`config.mk`:
```
export PLATFORM = sky130hd
export DESIGN_NAME = rfc_ctrl
export DESIGN_NICKNAME = d
export VERILOG_FILES = /design/src/sv/rfc_pkg.sv /design/src/sv/rfc_ctrl.sv
export VERILOG_INCLUDE_DIRS = /design/src /design/src/sv
export SDC_FILE = /design/constraint.sdc
export NUM_CORES = 1
export LEC_CHECK = 0
export BUFFER_PORTS_ARGS = -buffer_cell sky130_fd_sc_hd__buf_4
export CORE_AREA = 2 2 39 41
export DETAILED_ROUTE_END_ITERATION = 7
export DIE_AREA = 0 0 41 43
export SLEW_MARGIN = 15
export SYNTH_ARGS = -nofsm -noshare
export SYNTH_HDL_FRONTEND = slang
export SYNTH_SLANG_ARGS = --single-unit
```
`constraint.sdc`:
```
create_clock -name i_clk -period 1.57 [get_ports i_clk]
set_clock_uncertainty 0.1 [all_clocks]
set_input_delay 0.314 -clock i_clk [delete_from_list [all_inputs] [get_ports i_clk]]
set_output_delay 0.314 -clock i_clk [all_outputs]
set_load 0.01 [all_outputs]
```
`src/sv/rfc_equivalence_class_table_assert.svh`:
```
// Assertion macros for the equivalence class table.
`ifndef RFC_EQUIVALENCE_CLASS_TABLE_ASSERT_SVH
`define RFC_EQUIVALENCE_CLASS_TABLE_ASSERT_SVH
`ifndef SYNTHESIS
`define RFC_ASSERT_NOW(label, ante, cons) \
    label: assert property (@(posedge i_clk) disable iff (!i_rst_n) (ante) |-> (cons)) \
        else $error("equivalence class table check failed");
`define RFC_ASSERT_NEXT(label, ante, cons) \
    label: assert property (@(posedge i_clk) disable iff (!i_rst_n) (ante) |=> (cons)) \
        else $error("equivalence class table check failed");
`else
`define RFC_ASSERT_NOW(label, ante, cons)
`define RFC_ASSERT_NEXT(label, ante, cons)
`endif
`endif

```
`src/sv/rfc_pkg.sv`:
```
// Shared constants and controller/datapath interface types.
package rfc_pkg;
    localparam int BMP_W       = 64;
    localparam int MAX_CLASSES = 256;
    localparam int IDX_W       = $clog2(MAX_CLASSES);
    localparam int CNT_W       = $clog2(MAX_CLASSES + 1);

    localparam logic OP_CLEAR    = 1'b0;
    localparam logic OP_CLASSIFY = 1'b1;

    typedef struct packed {
        logic clear;
        logic load;
        logic rd_en;
        logic emit_hit;
        logic append;
    } t_cmd;

    typedef struct packed {
        logic cnt_zero;
        logic full;
        logic issue_more;
        logic hit;
        logic cmp_last;
    } t_sts;
endpackage

```
`src/sv/rfc_ctrl.sv`:
```
// Controller state machine for the equivalence class search.
`include "rfc_equivalence_class_table_assert.svh"
module rfc_ctrl (
    input  logic          i_clk,
    input  logic          i_rst_n,
    input  logic          start,
    input  logic          i_opcode,
    input  rfc_pkg::t_sts i_sts,
    output rfc_pkg::t_cmd o_cmd,
    output logic          busy
);
    import rfc_pkg::*;

    typedef enum logic [2:0] {
        S_IDLE   = 3'b001,
        S_SCAN   = 3'b010,
        S_APPEND = 3'b100
    } t_state;

    t_state r_state;
    t_state n_state;

    always_ff @(posedge i_clk) begin
        if (!i_rst_n) begin
            r_state <= S_IDLE;
        end else begin
            r_state <= n_state;
        end
    end

    always_comb begin
        n_state = r_state;
        o_cmd   = '0;
        case (r_state)
            S_IDLE: begin
                if (start) begin
                    if (i_opcode == OP_CLEAR) begin
                        o_cmd.clear = 1'b1;
                    end else begin
                        o_cmd.load = 1'b1;
                        n_state    = i_sts.cnt_zero ? S_APPEND : S_SCAN;
                    end
                end
            end
            S_SCAN: begin
                o_cmd.rd_en = i_sts.issue_more;
                if (i_sts.hit) begin
                    o_cmd.emit_hit = 1'b1;
                    n_state        = S_IDLE;
                end else if (i_sts.cmp_last) begin
                    n_state = S_APPEND;
                end
            end
            S_APPEND: begin
                o_cmd.append = 1'b1;
                n_state      = S_IDLE;
            end
            default: begin
                n_state = S_IDLE;
            end
        endcase
    end

    assign busy = (r_state != S_IDLE);

    `RFC_ASSERT_NEXT(a_hit_ends, r_state == S_SCAN && i_sts.hit, r_state == S_IDLE)
    `RFC_ASSERT_NOW(a_one_cmd, 1'b1, $onehot0({o_cmd.clear, o_cmd.load, o_cmd.emit_hit, o_cmd.append}))
endmodule

```
==> results of run 1 <==
-- synth_stat cells (all sizes together) --
cell / n
nand4b: 1
a211o: 1
o22ai: 1
nor2b: 1
dfxtp: 3
and4bb: 1
and2: 3
and3b: 1
nand3b: 2
nor2: 1
inv: 1
a32o: 1
or3b: 2
nor3b: 2
-- power groups by stage --
stage,clock network (mW),registers (mW),logic (mW)
floorplan,0,0.0830,0.0187
global placement,0,0.0838,0.0452
global route,0.154,0.0826,0.0644
finish,0.135,0.0820,0.0579
detailed placement,0,0.0839,0.0455
CTS,0.145,0.0833,0.0487
-- worst max path at each step --
stage / from / end
after floorplan: r_state[0] / busy
after global placement: r_state[0] / busy
after detailed placement: r_state[0] / busy
after CTS: r_state[2] / o_cmd[3]
after global routing: r_state[2] / o_cmd[4]
final: r_state[2] / o_cmd[4]
-- area by class of cell --
class,count,area (um^2)
clock buffer,4,26.28
fill,160,1002
inverter,1,3.754
multi-input combinational,17,148.9
sequential,3,66.31
tap,16,20.02
timing repair buffer,14,116.4
-- worst reg2reg max path, stage by stage (launching register included) --
cell     delay (ns)
dfxtp_2        0.33
or3b_1         0.41
a211o_1        0.30
-- per-stage QoR --
step / TNS, ns / setup WS (ns) / cells / total power [mW] / area [um^2]
global route: -0.09767 / -0.05843 / 55 / 0.3007 / 381.6
detailed placement: 0 / 0.1623 / 50 / 0.1294 / 317.8
finish: 0 / 0.008511 / 55 / 0.2754 / 381.6
global placement: 0 / 0.1663 / 50 / 0.1290 / 317.8
CTS: 0 / 0.0009172 / 54 / 0.2771 / 354.1
floorplan: 0 / 0.3013 / 21 / 0.1017 / 200.2
-- routing by layer --
metal  vias to the layer above  wire length [um]
met5                         -                 0
met4                         0                 0
met3                         0                46
met2                         7               261
met1                       105               223
li1                        117                 -
-- timing repair --
action	4_1_cts	5_1_grt
setup buffers	0	1
setup endpoints to repair	3	2
pin swaps	0	2
resized for setup	5	5
gates cloned	0	0
-- kinds of logic after synthesis --
| family | count (synthesis) | share of synthesized area |
|---|---|---|
| AO/OA/AOI/OAI | 3 | 0.1250 |
| buffers and inverters | 1 | 0.01873 |
| flip-flops | 3 | 0.3000 |
| AND/OR/NAND/NOR | 14 | 0.5563 |
==> results.txt, run 1 <==
Outcome - finished clean
Top fanout value on the critical path - 7
Count of H-tree levels built during CTS - 1
Total of hold buffers inserted after clock tree synthesis - 0
Arrival time at the worst endpoint - 1.15 ns
Routed vias - 229
WS Path Type - flip-flop to output pin
Clock buffers created by TritonCTS - 3
I/O pin count - 15
Routed wire length per instance - 9.636 um
Effective utilization at floorplan - 0.1447
Final core occ - 0.2758
Flip-flop count of the largest register after layout - 3
Global route overflow - 0
Number of failing setup endpoints in the final timing report - 0
Cell family contributing the most delay on the critical path - simple AND/OR/NAND/NOR gates
Reg power frac - 0.298
Slew margin rel. - 0.8737
Worst setup EP type - output pin
Drt first pass iters - 3
Die extent in y - 43 um
Core outline area - 1384 um^2
Power per cell area - 721.7 nW/um^2
Combinational share of power - 0.210
Count of warnings emitted by yosys - 0
Worst R2R Start - r_state[0]
Worst hold path depth - 2
Global Route met1 Usage - 0.09265
Layout Nets - 49
GP Congestion - 0.7676
Pin count of the biggest net entering global routing - 8
Root buffer selected by CTS - clkbuf_4
Synthesis-stage register bit count - 3
Top library cells by usage in the layout, fill and taps aside - buf_4, clkbuf_4, buf_6
Cell taking the most area after synthesis - dfxtp_1
Wire length of the first global-routing pass - 841 um
Net switching fraction of the power - 0.2282
Mean Syn Cell Area - 9.533 um^2
Internal reg-to-reg setup slack - 0.32 ns
Number of remaining DRC errors - 0
Number of cells on the critical path - 3
Max-cap viol count - 0
Regs by FF count - r_state x3
Met2 demand-to-capacity share in global routing - 0.09063
Worst vdd rail ir drop - 0.2699 mV
Sequential element share of the synthesized area - 0.3000
Signed area change from the synthesized netlist to the final layout - 90.62%
Fraction of the cycle the final worst path needs - 0.9946
Grt peak-use layer - met1
Bufs and invs on worst path - 1
NetSw - 0.06285 mW
Clock buffer depth - 2
Met3 routing resource usage after global routing - 0.04712
Internal power component - 0.2126 mW
Combined global-route utilization of all metal layers - 0.07615
Relative contribution of the clock network to total power - 0.492
Share of cells above drive strength 1 - 0.6410
Unrepaired setup endpoints after global routing - yes
Clock Latency Late Sink - 0.23 ns
Startpoint Class - flip-flop
Leakage dissipation - 0.1669 nW
Area share of the largest cell type after synthesis - 0.3000
Tightest Hold Check Type - input port to flip-flop
Number of global-route vias before repair - 212
Required time worst endpoint - 1.16 ns
Cell area after synthesis - 200.2 um^2
Antenna diode count - 0
Register ranked first by flip-flop count - r_state
Number of nets still failing antenna checks after routing - 0
DPL Wire Length - 401.7 um
Slowest cell delay on critical path - 0.35 ns
Total Routed Length - 530 um
Port bufs - 13
Number of hold-slack violations in the final timing report - 0
Number of antenna violations at the first check in global routing - 0
Placement row count - 14
Clock transition at the registers of the reported paths - 0.04 ns
Reg-to-reg endpoint - r_state[0]
Leading cell type in the layout, fill and taps excluded - buf_4
Critical-path cell with the highest stage delay - dfxtp_4
Cell depth of the worst flop-to-flop path - 2
Die outline area - 1763 um^2
Synthesized net count - 30
Post-synthesis cell type count - 16
Clock period minus worst slack - 1.561 ns
Startpoint of the most critical hold path - i_rst_n
TritonCTS clock tree - built
Die Wd - 41 um
Number of clock sinks - 3
Slew of the pin with the lowest slew margin - 0.1886 ns
Dominant cells by area after synthesis - dfxtp_1, and2_1, nand3b_1
Ordered cell list for the critical path - and4bb_2 -> nor2b_4 -> buf_6
Via count normalized by instance count - 4.164
Number of instances in the synthesized netlist - 21
Highest Clock Rate - 640.4 MHz
Hold EP - r_state[1]
Pins over their slew limit - 0
Worst hold slack - 0.2585 ns
Iteration-0 DRC count of the detailed router - 4
No activity file was read; power rests on OpenSTA's default activity.
==> run 2, diff against run 1 <==
BUFFER_PORTS_ARGS = -buffer_cell sky130_fd_sc_hd__buf_2   (was -buffer_cell sky130_fd_sc_hd__buf_4)
==> run 2 against run 1 <==
Design area decreased by 12%. Highest routed layer unchanged. Combinational power decreased by 23%. Non-clock buffer count unchanged. Maximum frequency increased by 0.77%. Die area unchanged. First-iteration DRC count increased by 25%. Utilization decreased by 3.3 points. Clock power about the same. Via count increased by 4.8%. Power decreased by 6.1%. Worst hold slack improved by 0.012 ns. Critical path type unchanged. Largest power group unchanged.
==> results.txt, run 2 (same netlist as run 1, synthesis figures left out) <==
Outcome - finished clean
Power per cell area - 768.2 nW/um^2 (+6.5%)
Wire length of the first global-routing pass - 800 um (-4.9%)
Leakage dissipation - 0.1534 nW (-8.1%)
Number of antenna violations at the first check in global routing - 0 (unchanged)
Via count normalized by instance count - 4.364 (+4.8%)
Port bufs - 13 (unchanged)
Combined global-route utilization of all metal layers - 0.07236 (-0.003790)
Arrival time at the worst endpoint - 1.14 ns (about the same)
Reg power frac - 0.313 (+0.015)
Worst hold slack - 0.2709 ns (+0.01236 ns)
Slew margin rel. - 0.8761 (+0.002349)
Root buffer selected by CTS - clkbuf_4
Clock buffer depth - 2 (unchanged)
Die outline area - 1763 um^2 (unchanged)
Regs by FF count - r_state x3
Number of global-route vias before repair - 195 (-8.0%)
Top fanout value on the critical path - 7 (unchanged)
Flip-flop count of the largest register after layout - 3 (unchanged)
Worst setup EP type - output pin
TritonCTS clock tree - built
Internal reg-to-reg setup slack - 0.31 ns (about the same)
Global route overflow - 0 (unchanged)
Total Routed Length - 520 um (-1.9%)
Core outline area - 1384 um^2 (unchanged)
Required time worst endpoint - 1.16 ns (about the same)
Worst hold path depth - 3 (+1)
Effective utilization at floorplan - 0.1447 (unchanged)
WS Path Type - flip-flop to output pin
Routed wire length per instance - 9.455 um (-1.9%)
GP Congestion - 0.7534 (-1.8%)
Number of failing setup endpoints in the final timing report - 0 (unchanged)
Register ranked first by flip-flop count - r_state
Worst vdd rail ir drop - 0.1793 mV (-34%)
DPL Wire Length - 380.7 um (-5.2%)
Startpoint of the most critical hold path - i_sts[0]
Clock transition at the registers of the reported paths - 0.04 ns (about the same)
NetSw - 0.05906 mW (-6.0%)
Max-cap viol count - 0 (unchanged)
Internal power component - 0.1995 mW (-6.1%)
Worst R2R Start - r_state[0]
I/O pin count - 15 (unchanged)
Clock Latency Late Sink - 0.23 ns (about the same)
Cell depth of the worst flop-to-flop path - 2 (unchanged)
Tightest Hold Check Type - input port to flip-flop
Reg-to-reg endpoint - r_state[0]
Share of cells above drive strength 1 - 0.5897 (-0.05128)
Number of hold-slack violations in the final timing report - 0 (unchanged)
Pins over their slew limit - 0 (unchanged)
Number of remaining DRC errors - 0 (unchanged)
Placement row count - 14 (unchanged)
Clock buffers created by TritonCTS - 3 (unchanged)
Slew of the pin with the lowest slew margin - 0.1851 ns (-0.003508 ns)
Hold EP - r_state[2]
Die Wd - 41 um (unchanged)
Worst Setup Slack, final - 0.02043 ns (+0.01192 ns)
Die extent in y - 43 um (unchanged)
Relative contribution of the clock network to total power - 0.513 (+0.021)
Clock period minus worst slack - 1.550 ns (-0.01192 ns)
Startpoint Class - flip-flop
Fraction of the cycle the final worst path needs - 0.9870 (-0.007590)
Combinational share of power - 0.173 (-0.037)
Number of clock sinks - 3 (unchanged)
Unrepaired setup endpoints after global routing - yes
Number of nets still failing antenna checks after routing - 0 (unchanged)
Leading cell type in the layout, fill and taps excluded - buf_2
Pin count of the biggest net entering global routing - 8 (unchanged)
Net switching fraction of the power - 0.2284 (about the same)
Highest Clock Rate - 645.3 MHz (+0.77%)
Antenna diode count - 0 (unchanged)
Layout Nets - 49 (unchanged)
Iteration-0 DRC count of the detailed router - 5 (+1)
Drt first pass iters - 4 (+1)
Routed vias - 240 (+4.8%)
Post-Place Setup Slack - 0.1657 ns (+0.003336 ns)
Count of H-tree levels built during CTS - 1 (unchanged)
Signed area change from the synthesized netlist to the final layout - 68.13%
Final core occ - 0.2432 (-0.03255)
Top library cells by usage in the layout, fill and taps aside - buf_2, and2_1, clkbuf_4, nand3b_1, dfxtp_4
run 2: power groups by stage:
stage	combinational, mW	clock [mW]	sequential, mW
detailed placement	0.0372	0	0.0840
CTS	0.0420	0.139	0.0810
global route	0.0490	0.144	0.0814
global placement	0.0370	0	0.0838
floorplan	0.0187	0	0.0830
finish	0.0448	0.133	0.0810
run 2: timing repair:
action,4_1_cts,5_1_grt
buffers inserted,0,1
pin swaps,0,2
gates resized for setup,7,0
gates cloned,0,0
endpoints found under the setup margin,3,2
hold buffers,0,0
run 2: layer usage:
| layer | GRT usage | wire length, um | share of wire |
|---|---|---|---|
| met5 | 0 | 0 | 0 |
| met4 | 0.08000 | 0 | 0 |
| met3 | 0.03141 | 71 | 0.14 |
| met2 | 0.09375 | 273 | 0.53 |
| met1 | 0.07742 | 176 | 0.34 |
run 2: worst max path at each step:
stage,from,end,slack [ns],depth (start not counted)
after floorplan,r_state[0],busy,0.30,1
after global placement,r_state[0],busy,0.18,2
after detailed placement,r_state[0],busy,0.17,2
after CTS,r_state[2],o_cmd[4],0.004,3
after global routing,r_state[2],o_cmd[4],-0.04,3
final,r_state[2],o_cmd[4],0.02,3
run 2: through the flow:
stage                     setup TNS, ns  total power [mW]  cells  instance area [um^2]
after floorplan                       0            0.1017     21                 200.2
after global placement                0            0.1208     50                 285.3
after detailed placement              0            0.1211     50                 285.3
after CTS                             0            0.2616     54                 329.1
after global routing           -0.06987            0.2743     55                 336.6
final                                 0            0.2586     55                 336.6
run 2: cell type report:
cell class	instances	area, um^2
clock buffer	4	26.28
multi-input combinational	17	138.9
inverter	1	3.754
fill	163	1047
tap	16	20.02
sequential	3	68.82
timing repair buffer	14	78.83
run 2: critical path: stages (launching register included):
cell and delay [ns]:
dfxtp_4 0.35, and4bb_2 0.31, nor2b_1 0.12, buf_2 0.13
